===== src/sv/ipatp_pkg.sv =====
package ipatp_pkg;

	localparam logic [7:0] CH_NUL   = 8'h00;
	localparam logic [7:0] CH_TAB   = 8'h09;
	localparam logic [7:0] CH_CR    = 8'h0d;
	localparam logic [7:0] CH_SPACE = 8'h20;
	localparam logic [7:0] CH_PLUS  = 8'h2b;
	localparam logic [7:0] CH_DOT   = 8'h2e;
	localparam logic [7:0] CH_SLASH = 8'h2f;
	localparam logic [7:0] CH_0     = 8'h30;
	localparam logic [7:0] CH_9     = 8'h39;
	localparam logic [7:0] CH_COLON = 8'h3a;
	localparam logic [7:0] CH_UA    = 8'h41;
	localparam logic [7:0] CH_UF    = 8'h46;
	localparam logic [7:0] CH_LA    = 8'h61;
	localparam logic [7:0] CH_LF    = 8'h66;

	localparam logic [2:0] V4_PARSE     = 3'd0;
	localparam logic [2:0] V4_DOT_PEND  = 3'd1;
	localparam logic [2:0] V4_END_NUL   = 3'd2;
	localparam logic [2:0] V4_END_SLASH = 3'd3;
	localparam logic [2:0] V4_FAIL      = 3'd4;

	localparam logic [2:0] V6_PARSE       = 3'd0;
	localparam logic [2:0] V6_COLON_PEND  = 3'd1;
	localparam logic [2:0] V6_COLON_PEND0 = 3'd2;
	localparam logic [2:0] V6_DCOLON_PEND = 3'd3;
	localparam logic [2:0] V6_END_NUL     = 3'd4;
	localparam logic [2:0] V6_END_SLASH   = 3'd5;
	localparam logic [2:0] V6_FAIL        = 3'd6;

	localparam logic [2:0] P_NONE   = 3'd0;
	localparam logic [2:0] P_SPACE  = 3'd1;
	localparam logic [2:0] P_SIGN   = 3'd2;
	localparam logic [2:0] P_DIGITS = 3'd3;
	localparam logic [2:0] P_DONE   = 3'd6;
	localparam logic [2:0] P_ENDED  = 3'd7;

	localparam logic [8:0]  V4_SAT    = 9'd256;
	localparam logic [8:0]  V4_MAX    = 9'd255;
	localparam logic [16:0] V6_SAT    = 17'd65536;
	localparam logic [16:0] V6_MAX    = 17'd65535;
	localparam logic [7:0]  PFX_SAT   = 8'd255;
	localparam logic [6:0]  PFX_MAX4  = 7'd32;
	localparam logic [6:0]  PFX_MAX6  = 7'd64;
	localparam logic [3:0]  V6_GROUPS = 4'd8;
	localparam logic [2:0]  V4_OCTETS = 3'd4;

	typedef struct packed {
		logic              char_index_zero;
		logic              saw_colon;
		logic              saw_dot;
		logic [0:3][7:0]   v4_octets;
		logic [2:0]        v4_octet_count;
		logic [8:0]        v4_number;
		logic [2:0]        v4_phase;
		logic [3:0]        v6_front_count;
		logic [3:0]        v6_back_count;
		logic [16:0]       v6_number;
		logic              v6_seen;
		logic [2:0]        v6_sub;
		logic [7:0]        prefix_value;
		logic [2:0]        prefix_phase;
	} ctl_t;

	typedef struct packed {
		logic [0:7][15:0] front;
		logic [0:7][15:0] back;
	} grp_t;

	typedef struct packed {
		ctl_t c;
		grp_t g;
	} pst_t;

	typedef struct packed {
		logic        ok;
		logic        is_ipv6;
		logic [63:0] addr_high;
		logic [63:0] addr_low;
		logic [6:0]  prefix_len;
	} res_t;

	localparam ctl_t CTL_RST = '{
		char_index_zero: 1'b1,
		saw_colon:       1'b0,
		saw_dot:         1'b0,
		v4_octets:       32'd0,
		v4_octet_count:  3'd0,
		v4_number:       9'd0,
		v4_phase:        V4_PARSE,
		v6_front_count:  4'd0,
		v6_back_count:   4'd0,
		v6_number:       17'd0,
		v6_seen:         1'b0,
		v6_sub:          V6_PARSE,
		prefix_value:    8'd0,
		prefix_phase:    P_NONE
	};

	function automatic logic is_dec(input logic [7:0] c);
		return (c >= CH_0) && (c <= CH_9);
	endfunction

	function automatic logic [4:0] hex_of(input logic [7:0] c);
		logic [4:0] h;
		h = 5'd16;
		if (is_dec(c)) begin
			h = {1'b0, c[3:0]};
		end else if ((c >= CH_UA && c <= CH_UF) || (c >= CH_LA && c <= CH_LF)) begin
			h = 5'(c[2:0]) + 5'd9;
		end
		return h;
	endfunction

endpackage


===== src/sv/ip_address_text_parser.sv =====
// Address text parser for IPv4 and IPv6. One character of the text is taken per
// transaction, with last marking the final one; a single result transaction follows
// each final character. A character is registered on acceptance and stepped through
// both parsers from that register, so the block takes one character every cycle unless
// stalled; a final character's result goes from that register into the output register.
// The only stall is a final character that finds the output register still
// holding an untaken result. No clearing is needed after reset.
module ip_address_text_parser (
	input  logic        clk,
	input  logic        arst_n,
	input  logic        in_valid,
	output logic        in_ready,
	input  logic [7:0]  ch,
	input  logic        last,
	output logic        out_valid,
	input  logic        out_ready,
	output logic        ok,
	output logic        is_ipv6,
	output logic [63:0] addr_high,
	output logic [63:0] addr_low,
	output logic [6:0]  prefix_len
);
	import ipatp_pkg::*;

	function automatic ctl_t v4_stop(input ctl_t s, input logic [7:0] c);
		s.v4_phase = (c == CH_NUL) ? V4_END_NUL : ((c == CH_SLASH) ? V4_END_SLASH : V4_FAIL);
		return s;
	endfunction

	function automatic ctl_t v4_parse(input ctl_t s, input logic [7:0] c);
		logic [11:0] n;
		n = {3'd0, s.v4_number} * 12'd10 + {8'd0, c[3:0]};
		if (is_dec(c)) begin
			s.v4_number = (n > 12'(V4_SAT)) ? V4_SAT : n[8:0];
		end else if (s.v4_number > V4_MAX) begin
			s.v4_phase = V4_FAIL;
		end else begin
			if (s.v4_octet_count < V4_OCTETS) begin
				s.v4_octets[s.v4_octet_count[1:0]] = s.v4_number[7:0];
				s.v4_octet_count = s.v4_octet_count + 3'd1;
			end
			if (c == CH_DOT) begin
				s.v4_phase = V4_DOT_PEND;
			end else begin
				s = v4_stop(s, c);
			end
		end
		return s;
	endfunction

	function automatic ctl_t v4_char(input ctl_t s, input logic [7:0] c);
		if (s.v4_phase == V4_PARSE) begin
			s = v4_parse(s, c);
		end else if (s.v4_phase == V4_DOT_PEND) begin
			if (c == CH_DOT) begin
				s.v4_phase = V4_FAIL;
			end else if (s.v4_octet_count >= V4_OCTETS) begin
				s = v4_stop(s, c);
			end else begin
				s.v4_number = 9'd0;
				s.v4_phase = V4_PARSE;
				s = v4_parse(s, c);
			end
		end
		return s;
	endfunction

	function automatic pst_t v6_parse(input pst_t f, input logic [7:0] c, input logic idx0);
		logic [4:0]  h;
		logic [20:0] n;
		logic [4:0]  tot;
		h = hex_of(c);
		n = {f.c.v6_number, 4'd0} + {17'd0, h[3:0]};
		tot = 5'd0;
		if (!h[4]) begin
			f.c.v6_number = (n > 21'(V6_SAT)) ? V6_SAT : n[16:0];
		end else if (f.c.v6_number > V6_MAX) begin
			f.c.v6_sub = V6_FAIL;
		end else begin
			if (!idx0) begin
				if (f.c.v6_seen) begin
					if (f.c.v6_back_count < V6_GROUPS) begin
						f.g.back = {f.g.back[1:7], f.c.v6_number[15:0]};
						f.c.v6_back_count = f.c.v6_back_count + 4'd1;
					end
				end else if (f.c.v6_front_count < V6_GROUPS) begin
					f.g.front[f.c.v6_front_count[2:0]] = f.c.v6_number[15:0];
					f.c.v6_front_count = f.c.v6_front_count + 4'd1;
				end
			end
			tot = {1'b0, f.c.v6_front_count} + {1'b0, f.c.v6_back_count};
			if (c == CH_COLON && tot < {1'b0, V6_GROUPS}) begin
				f.c.v6_sub = idx0 ? V6_COLON_PEND0 : V6_COLON_PEND;
			end else begin
				f.c.v6_sub = (c == CH_NUL) ? V6_END_NUL :
					((c == CH_SLASH) ? V6_END_SLASH : V6_FAIL);
			end
		end
		return f;
	endfunction

	function automatic pst_t v6_char(input pst_t f, input logic [7:0] c, input logic idx0);
		if (f.c.v6_sub == V6_PARSE) begin
			f = v6_parse(f, c, idx0);
		end else if (f.c.v6_sub == V6_COLON_PEND || f.c.v6_sub == V6_COLON_PEND0) begin
			if (c == CH_COLON) begin
				f.c.v6_sub = f.c.v6_seen ? V6_FAIL : V6_DCOLON_PEND;
			end else if (f.c.v6_sub == V6_COLON_PEND0) begin
				f.c.v6_sub = V6_FAIL;
			end else begin
				f.c.v6_number = 17'd0;
				f.c.v6_sub = V6_PARSE;
				f = v6_parse(f, c, 1'b0);
			end
		end else if (f.c.v6_sub == V6_DCOLON_PEND) begin
			if (c == CH_COLON) begin
				f.c.v6_sub = V6_FAIL;
			end else begin
				f.c.v6_number = 17'd0;
				f.c.v6_seen = 1'b1;
				f.c.v6_sub = V6_PARSE;
				f = v6_parse(f, c, 1'b0);
			end
		end
		return f;
	endfunction

	function automatic ctl_t prefix_char(input ctl_t s, input logic [7:0] c);
		logic [11:0] n;
		logic        acc;
		n = {4'd0, s.prefix_value} * 12'd10 + {8'd0, c[3:0]};
		acc = 1'b0;
		case (s.prefix_phase) inside
			P_NONE: begin
				if (c == CH_SLASH) begin
					s.prefix_phase = P_SPACE;
				end
			end
			P_SPACE: begin
				if (c == CH_SPACE || (c >= CH_TAB && c <= CH_CR)) begin
					s.prefix_phase = P_SPACE;
				end else if (c == CH_PLUS) begin
					s.prefix_phase = P_SIGN;
				end else if (is_dec(c)) begin
					acc = 1'b1;
				end else begin
					s.prefix_phase = P_DONE;
				end
			end
			P_SIGN, P_DIGITS: begin
				if (is_dec(c)) begin
					acc = 1'b1;
				end else begin
					s.prefix_phase = P_DONE;
				end
			end
			default: begin
				s.prefix_phase = s.prefix_phase;
			end
		endcase
		if (acc) begin
			s.prefix_value = (n > 12'(PFX_SAT)) ? PFX_SAT : n[7:0];
			s.prefix_phase = P_DIGITS;
		end
		return s;
	endfunction

	function automatic pst_t char_step(input pst_t f, input logic [7:0] c, input logic fin);
		logic idx0;
		idx0 = f.c.char_index_zero;
		if (f.c.prefix_phase != P_ENDED) begin
			if (c == CH_NUL) begin
				f.c = v4_char(f.c, CH_NUL);
				f = v6_char(f, CH_NUL, idx0);
				f.c.prefix_phase = P_ENDED;
			end else begin
				if (c == CH_COLON) begin
					f.c.saw_colon = 1'b1;
				end
				if (c == CH_DOT) begin
					f.c.saw_dot = 1'b1;
				end
				f.c = v4_char(f.c, c);
				f = v6_char(f, c, idx0);
				f.c = prefix_char(f.c, c);
			end
		end
		f.c.char_index_zero = 1'b0;
		if (fin && f.c.prefix_phase != P_ENDED) begin
			f.c = v4_char(f.c, CH_NUL);
			f = v6_char(f, CH_NUL, 1'b0);
			f.c.prefix_phase = P_ENDED;
		end
		return f;
	endfunction

	function automatic logic [6:0] clamp_prefix(input logic slash, input logic [7:0] pv,
		input logic [6:0] pmax);
		logic [6:0] r;
		r = pmax;
		if (slash && pv != 8'd0 && pv <= {1'b0, pmax}) begin
			r = pv[6:0];
		end
		return r;
	endfunction

	function automatic res_t make_result(input pst_t f);
		res_t             r;
		logic [0:7][15:0] g;
		logic [4:0]       tot;
		logic             ends6;
		logic             ends4;
		tot = {1'b0, f.c.v6_front_count} + {1'b0, f.c.v6_back_count};
		for (int j = 0; j < 8; j++) begin
			if (5'(j) + {1'b0, f.c.v6_back_count} >= {1'b0, V6_GROUPS}) begin
				g[j] = f.g.back[j];
			end else if (4'(j) < f.c.v6_front_count) begin
				g[j] = f.g.front[j];
			end else begin
				g[j] = 16'd0;
			end
		end
		ends6 = (f.c.v6_sub == V6_END_NUL) || (f.c.v6_sub == V6_END_SLASH);
		ends4 = (f.c.v4_phase == V4_END_NUL) || (f.c.v4_phase == V4_END_SLASH);
		r.ok = 1'b0;
		r.is_ipv6 = f.c.saw_colon;
		r.addr_high = 64'd0;
		r.addr_low = 64'd0;
		r.prefix_len = 7'd0;
		if (f.c.saw_colon) begin
			if (ends6 && (f.c.v6_seen ? (tot != {1'b0, V6_GROUPS}) :
				(tot == {1'b0, V6_GROUPS}))) begin
				r.ok = 1'b1;
				r.addr_high = g[0:3];
				r.addr_low = g[4:7];
				r.prefix_len = clamp_prefix(f.c.v6_sub == V6_END_SLASH,
					f.c.prefix_value, PFX_MAX6);
			end
		end else if (f.c.saw_dot && ends4) begin
			r.ok = 1'b1;
			r.addr_high = {f.c.v4_octets, 32'd0};
			r.prefix_len = clamp_prefix(f.c.v4_phase == V4_END_SLASH,
				f.c.prefix_value, PFX_MAX4);
		end
		return r;
	endfunction

	logic       valid_s1;
	logic [7:0] ch_s1;
	logic       last_s1;
	ctl_t       ctl_q;
	grp_t       grp_q;
	logic       out_valid_q;
	res_t       res_q;
	logic       step_en;
	pst_t       cur;
	pst_t       nxt;
	res_t       res_d;

	assign step_en = valid_s1 && (!last_s1 || !out_valid_q || out_ready);
	assign in_ready = !valid_s1 || step_en;

	always_comb begin
		cur = '{c: ctl_q, g: grp_q};
		nxt = char_step(cur, ch_s1, last_s1);
		res_d = make_result(nxt);
	end

	always_ff @(posedge clk or negedge arst_n) begin
		if (!arst_n) begin
			valid_s1 <= 1'b0;
		end else if (in_ready) begin
			valid_s1 <= in_valid;
		end
	end

	always_ff @(posedge clk) begin
		if (in_valid && in_ready) begin
			ch_s1 <= ch;
			last_s1 <= last;
		end
	end

	always_ff @(posedge clk or negedge arst_n) begin
		if (!arst_n) begin
			ctl_q <= CTL_RST;
		end else if (step_en) begin
			ctl_q <= last_s1 ? CTL_RST : nxt.c;
		end
	end

	always_ff @(posedge clk) begin
		if (step_en) begin
			grp_q <= nxt.g;
		end
	end

	always_ff @(posedge clk or negedge arst_n) begin
		if (!arst_n) begin
			out_valid_q <= 1'b0;
		end else if (step_en && last_s1) begin
			out_valid_q <= 1'b1;
		end else if (out_ready) begin
			out_valid_q <= 1'b0;
		end
	end

	always_ff @(posedge clk) begin
		if (step_en && last_s1) begin
			res_q <= res_d;
		end
	end

	assign out_valid = out_valid_q;
	assign ok = res_q.ok;
	assign is_ipv6 = res_q.is_ipv6;
	assign addr_high = res_q.addr_high;
	assign addr_low = res_q.addr_low;
	assign prefix_len = res_q.prefix_len;

	// The parser state returns to its start after every final character.
	a_clear_after_last: assert property (@(posedge clk) disable iff (!arst_n)
		step_en && last_s1 |=> ctl_q.char_index_zero && !ctl_q.saw_colon &&
			!ctl_q.saw_dot && ctl_q.prefix_phase == P_NONE)
		else $error("parser state not cleared after final character");

	// A valid address always carries a prefix within its family's range.
	a_prefix_range: assert property (@(posedge clk) disable iff (!arst_n)
		out_valid_q && res_q.ok |-> res_q.prefix_len != 7'd0 &&
			res_q.prefix_len <= (res_q.is_ipv6 ? PFX_MAX6 : PFX_MAX4))
		else $error("prefix length out of range");

	// IPv4 results and rejected text leave the low address half empty.
	a_low_zero: assert property (@(posedge clk) disable iff (!arst_n)
		out_valid_q && !(res_q.ok && res_q.is_ipv6) |-> res_q.addr_low == 64'd0)
		else $error("low address half set for non-IPv6 result");

	// Counters never pass their capacity.
	a_counts: assert property (@(posedge clk) disable iff (!arst_n)
		ctl_q.v4_octet_count <= V4_OCTETS && ctl_q.v6_front_count <= V6_GROUPS &&
			ctl_q.v6_back_count <= V6_GROUPS)
		else $error("octet or group count overflow");

endmodule

===== config.mk =====
export PLATFORM = sky130hd
export DESIGN_NAME = ip_address_text_parser
export DESIGN_NICKNAME = d
export VERILOG_FILES = /design/src/sv/ipatp_pkg.sv /design/src/sv/ip_address_text_parser.sv
export SDC_FILE = /design/constraint.sdc
export NUM_CORES = 2
export LEC_CHECK = 0
export BUFFER_PORTS_ARGS = -buffer_cell sky130_fd_sc_hd__buf_2
export CAP_MARGIN = 10
export CELL_PAD_IN_SITES_DETAIL_PLACEMENT = 0
export CELL_PAD_IN_SITES_GLOBAL_PLACEMENT = 1
export CORE_UTILIZATION = 28
export CTS_CLUSTER_DIAMETER = 200
export DETAILED_ROUTE_END_ITERATION = 16
export PLACE_DENSITY = 0.52
export SLEW_MARGIN = 40
export SYNTH_ARGS = -nofsm -noshare
export SYNTH_HDL_FRONTEND = slang
export SYNTH_SLANG_ARGS = --single-unit

===== constraint.sdc =====
create_clock -name clk -period 11.22 [get_ports clk]
set_input_delay 2.244 -clock clk [delete_from_list [all_inputs] [get_ports clk]]
set_output_delay 2.244 -clock clk [all_outputs]
set_load 0.01 [all_outputs]

# [Yosys cells after proc, flatten, opt, wreduce, memory -nomap -nowiden]
# Cells that the tools add are included.
[totals] wordCells=451 input_bits=13 out_inout_bits=139 regBits=494
[classes] n_mul=2 muxes=236 n_reduce_logical=46 eq_ne=27 add_sub_neg=23 magnitude_cmp=60 bitwise=15
[op_table] cell="two-way mux 128 bit" n=26
[op_table] cell="two-way mux 256 bit" n=11
[op_table] cell="two-way mux 296 bit" n=7
[op_table] cell="two-way mux 345 bit" n=4
[op_table] cell="two-way mux 87 bit" n=9
[op_table] cell="two-way mux 292 bit" n=2
[op_table] cell="bitwise AND 128 bit" n=3
[op_table] cell="bitwise mux 128 bit" n=3
[op_table] cell="NOT 128 bit" n=3
[op_table] cell="two-way mux 89 bit" n=4
[op_table] cell="two-way mux 346 bit" n=1
[op_table] cell="two-way mux 16 bit" n=19
[op_table] cell="two-way mux 8 bit" n=30
[op_table] cell="two-way mux 35 bit" n=6
[op_table] cell="two-way mux 90 bit" n=2
[op_table] cell="two-way mux 44 bit" n=4
[op_table] cell="demux 16 bit (select 3 bit)" n=3
[op_table] cell="two-way mux 135 bit" n=1
[op_table] cell="two-way mux 26 bit" n=5
[op_table] cell="two-way mux 64 bit" n=2
[op_table] cell="two-way mux 17 bit" n=6
[op_table] cell="two-way mux 43 bit" n=2
[op_table] cell="two-way mux 5 bit" n=17
[op_table] cell="two-way mux 3 bit" n=24
[op_table] cell="other kinds (64)" n=215

# [Depth between registers and ports, before layout]
[depth] ltp_word=81 depth_mapped=30 mapped_depth_nobuf=25

# [Worst setup path after synthesis]
# OpenSTA, ideal clock, no wires.
[synth_path] kind="input to register" from="in out_ready" to="reg ctl_q[87] (netlist bit)" setup_time_ps=120 n_path_buf=1 cell_stages=6 required_time_ps=11100 arrival_ps=10344 setup_slack_ps=756 cell_sequence="nand3b_1 > nand2_1 > inv_1 > clkbuf_1 > a21oi_1 > nor2_1"
[synth_via] elab_chain_len=2
[synth_lines] item="start, declared" line_no="ip_address_text_parser.sv:16" source="input logic out_ready,"
[synth_lines] item="logical OR 1 bit" line_no="ip_address_text_parser.sv:260" source="assign step_en = valid_s1 && (!last_s1 || !out_valid_q || out_ready);"
[synth_lines] item="logical AND 1 bit" line_no="ip_address_text_parser.sv:260"
[synth_lines] item="net step_en" line_no="ip_address_text_parser.sv:255" source="logic step_en;"
[synth_lines] item="end signal, assigned" line_no="ip_address_text_parser.sv:288" source="ctl_q <= last_s1 ? CTL_RST : nxt.c;"
[synth_lines] item="end, declared" line_no="ip_address_text_parser.sv:251" source="ctl_t ctl_q;"
# The timed path passes the listed nets, and every way through them passes these cells.
# A chain may end at the register's enable or synchronous reset.

==> flow_summary.yaml <==
detailed_routing:
  drt_iter0_drc: 3864
  antenna_left: 0
  num_vias: 29450
  post-route-drc-count: 0
  wl_per_cell_um: 33.32
  drt_pass1_iterations: 7
  via_per_inst: 6.266
  wl_um: 156600
logic_synthesis:
  synthDistinctLibCells: 111
  yosysWarnings: 0
  syn-cell-area_sq_mm: 0.03087
  synth-adder-area-share_pct: 2.570
  synth_xor_area_share_pct: 1.013
  synth_nets: 3225
  synth_cells: 3151
  async_flop_share_pct: 18.62
  yosysSeqAreaShare_pct: 46.57
  synth_flop_cell: "edfxtp_1"
  muxShareOfSynthArea_pct: 2.793
  yosys.area_share.simple_pct: 13.61
  ys_ff_latch: 494
  synth_top_family_by_area: "compound AO/OA/AOI/OAI gates"
  synth_edf_count: 402
  avgSynthCellArea_sq_um: 9.797
  synth-compound-area-share_pct: 29.24
cts:
  root_buffer: "clkbuf_16"
  cts_tree: "built"
  cts.sinks: 494
  cts_buffer_depth: 3
  clk_pin_slew_ps: 50
  h-tree-depth: 3
  cts_buffers: 66
  clock_latency_ps: 660
  cts_hold_buf: 0
  cts_setup_buffers: 0
  cts_resized: 0
timing:
  slew_headroom_pct: 39.21
  worst_pin_slew_ps: 886.5
  setup_viol: 0
  maxSlewViolCount: 0
  setup_slack_ps: 3029
  skew_ps: 47.76
  hold_viol: 0
  rsz0062_at_grt: "no"
  fin_crit_sh_pct: 73.00
  period_needed_ps: 8191
  timing.fmax_mhz: 122.1
  fin_tns_setup_ps: 0
hold_path:
  hold_path.class: "reg2reg"
  hp-start: "ctl_q[61]$_DFFE_PN0P_"
  whs_path_depth: 2
  hold_path_end: "ctl_q[61]$_DFFE_PN0P_"
placed_design:
  io_buffers: 151
  dp_hpwl_um: 112000
  pre_cts_ws_ps: 3560
  place_congestion: 0.9559
  place_inst: 4576
global_routing:
  grt_pass1_vias: 28010
  grt_max_degree: 101
  antenna_found_initial: 6
  grt_pass1_wl_um: 220200
  grt.total_usage_pct: 27.37
  overflow: 0
critical_path:
  crit_fanout: 66
  arrival_ps: 8530
  r2r_start: "ctl_q[14]$_DFFE_PN0P_"
  r2r_slack_ps: 3030
  critPathRequiredTime_ps: 11560
  start_kind: "register"
  reg2reg_to: "addr_high[35]$_DFFE_PP_"
  rr_worst_depth: 24
  cp-end-kind: "register"
  path_class: "reg2reg"
layout:
  regArea_sq_mm: 0.01438
  area_growth_syn_to_layout_pct: 16.33
  fin_cells: 4700
  fill_cells: 11200
  finalNetCount: 3308
  multi_input_area_sq_mm: 0.01561
  drive_above_1_share_pct: 16.29
pwr:
  vdd_ir_drop_max_uv: 89.51
  p_leak_nw: 12.77
  powerDensity_mw_per_mm2: 192.2
die:
  rows: 121
  start_util_pct: 28.32
  io_pins: 152
  die_h_um: 334.0
  die_w_um: 334.0
  dieArea_sq_mm: 0.1116
  coreArea_sq_mm: 0.1090
job:
  max-cap-violations: 0
outcome:
  outcome: "complete, no violations"
==> critical path, stage by stage (launching register included) <==
cell	delay (ps)
dfrtp_1	700
nor2b_1	420
nand2_1	160
nor2_1	130
xor2_1	220
ha_1	290
and4_1	230
a2111oi_4	430
and3_1	250
o221ai_2	200
a21oi_2	650
nand4b_1	200
o21a_1	420
clkinv_1	760
ha_1	670
mux2i_1	230
nor2_1	60
o21ai_0	240
or2_2	160
nor3_1	40
o21a_1	210
o211a_1	280
nor2_4	320
buf_12	300
o22ai_1	170
==> final cells by class <==
class                      instances  area share, %
multi-input combinational       2346          43.47
sequential                       494          40.03
timing repair buffer             276          5.041
clock buffer                      83          4.951
tap                             1414          4.927
clock inverter                    35         0.9964
inverter                          50         0.5644
antenna                            2        0.01394
==> metal layers <==
metal  part of all wire [%]  up-vias  GRT usage (%)
met5                  0.033        -              0
met2                     44     1603          41.80
met4                    3.6        8          9.633
li1                       -    12590              -
met1                     43    15010          37.70
met3                    9.1      233          6.286
==> how the worst max path moves through the flow <==
stage | from | to | slack (ps) | cells after the start
2_1_floorplan | out_ready | ctl_q[87]$_DFFE_PN0P_ | 760 | 6
3_3_place_gp | ch_s1[0]$_DFFE_PP_ | addr_high[62]$_DFFE_PP_ | 2790 | 25
3_5_place_dp | ch_s1[0]$_DFFE_PP_ | addr_high[47]$_DFFE_PP_ | 3560 | 23
5_1_grt | ctl_q[14]$_DFFE_PN0P_ | addr_high[37]$_DFFE_PP_ | 2680 | 24
6_report | ctl_q[14]$_DFFE_PN0P_ | addr_high[35]$_DFFE_PP_ | 3030 | 24
4_1_cts | ch_s1[0]$_DFFE_PP_ | addr_high[47]$_DFFE_PP_ | 3510 | 23
==> flip-flops by register name, indices dropped and copies added, names as in the netlist <==
name and flops:
valid_s1 1, addr_high 64, cur 256, is_ipv6 1, ok 1, last_s1 1
out_valid 1, addr_low 64, prefix_len 7, ch_s1 8, ctl_q 90
==> layout by cell type, fill, tap and decap left out, types with 15 or more instances in the layout <==
cell type,Yosys,routed
a31oi_1,34,29
clkbuf_16,0,68
a22oi_1,187,187
o211ai_1,15,15
nand3_1,75,71
mux2i_1,67,67
and3_1,22,22
inv_1,50,47
dfrtp_1,91,90
nor2_1,296,289
a221oi_1,35,35
ha_1,57,57
buf_4,12,105
a211oi_1,26,23
o21a_1,52,52
edfxtp_1,402,402
mux2_2,17,17
a21oi_1,206,204
o22ai_1,174,172
nand2_1,301,298
buf_2,39,152
xnor2_1,19,19
a32oi_1,91,91
nor2b_1,18,17
o21ai_0,153,147
nor3_1,61,47
nand4_1,17,17
o22a_1,57,57
a22o_1,42,42
==> logic make-up (layout without fill, tap and decap cells) <==
group / Yosys count / count (layout)
xor gates and xnor gates: 34 / 34
adders and majority gates: 61 / 61
AOI/OAI and AO/OA: 1256 / 1256
and+or+nand+nor: 911 / 911
buffers and inverters: 311 / 444
muxes: 84 / 84
other: 0 / 2
DFF: 494 / 494
==> stage by stage <==
stage          power (mW)  hold WS, ps  util [%]  area (sq um)
3_5_place_dp        4.720        472.2     30.91         33700
6_report            6.903        481.6     32.95         35910
4_1_cts             6.882        484.3     32.87         35830
3_3_place_gp        4.694        463.4     30.61         33360
5_1_grt             7.131        506.7     32.94         35910
2_1_floorplan       3.756        448.9         -         30870
==> synthesized netlist by cell type, drive strengths merged (9+ instances only) <==
library cell	count	area [sq um]
a2111oi	9	110.1
a211oi	39	357.9
a21o	15	113.9
a21oi	213	1092
a221oi	38	374.1
a22o	42	367.9
a22oi	187	1404
a31oi	36	246.5
a32oi	91	797.0
and2	17	106.4
and3	22	137.6
buf	82	439.2
clkbuf	179	671.9
dfrtp	91	2277
edfxtp	402	12070
ha	57	713.2
inv	50	187.7
mux2	17	191.4
mux2i	67	670.6
nand2	302	1141
nand2b	15	93.84
nand3	78	412.9
nand4	19	131.4
nor2	299	1130
nor2b	18	112.6
nor3	63	331.6
nor4	10	68.81
o211ai	17	137.6
o21a	52	390.4
o21ai	163	830.8
o221ai	12	128.9
o22a	58	516.8
o22ai	174	1089
o31ai	11	115.1
or2	15	93.84
xnor2	20	182.7
xor2	14	130.1
==> power breakdown <==
group	switching, mW	leakage (nW)	total, mW	internal [mW]
Sequential	0.193	5.18	2.41	2.22
Clock	0.884	1.05	2.15	1.26
Combinational	1.67	6.55	2.35	0.677
Total	2.75	12.8	6.90	4.16
Power figures use the tool's default switching activity.
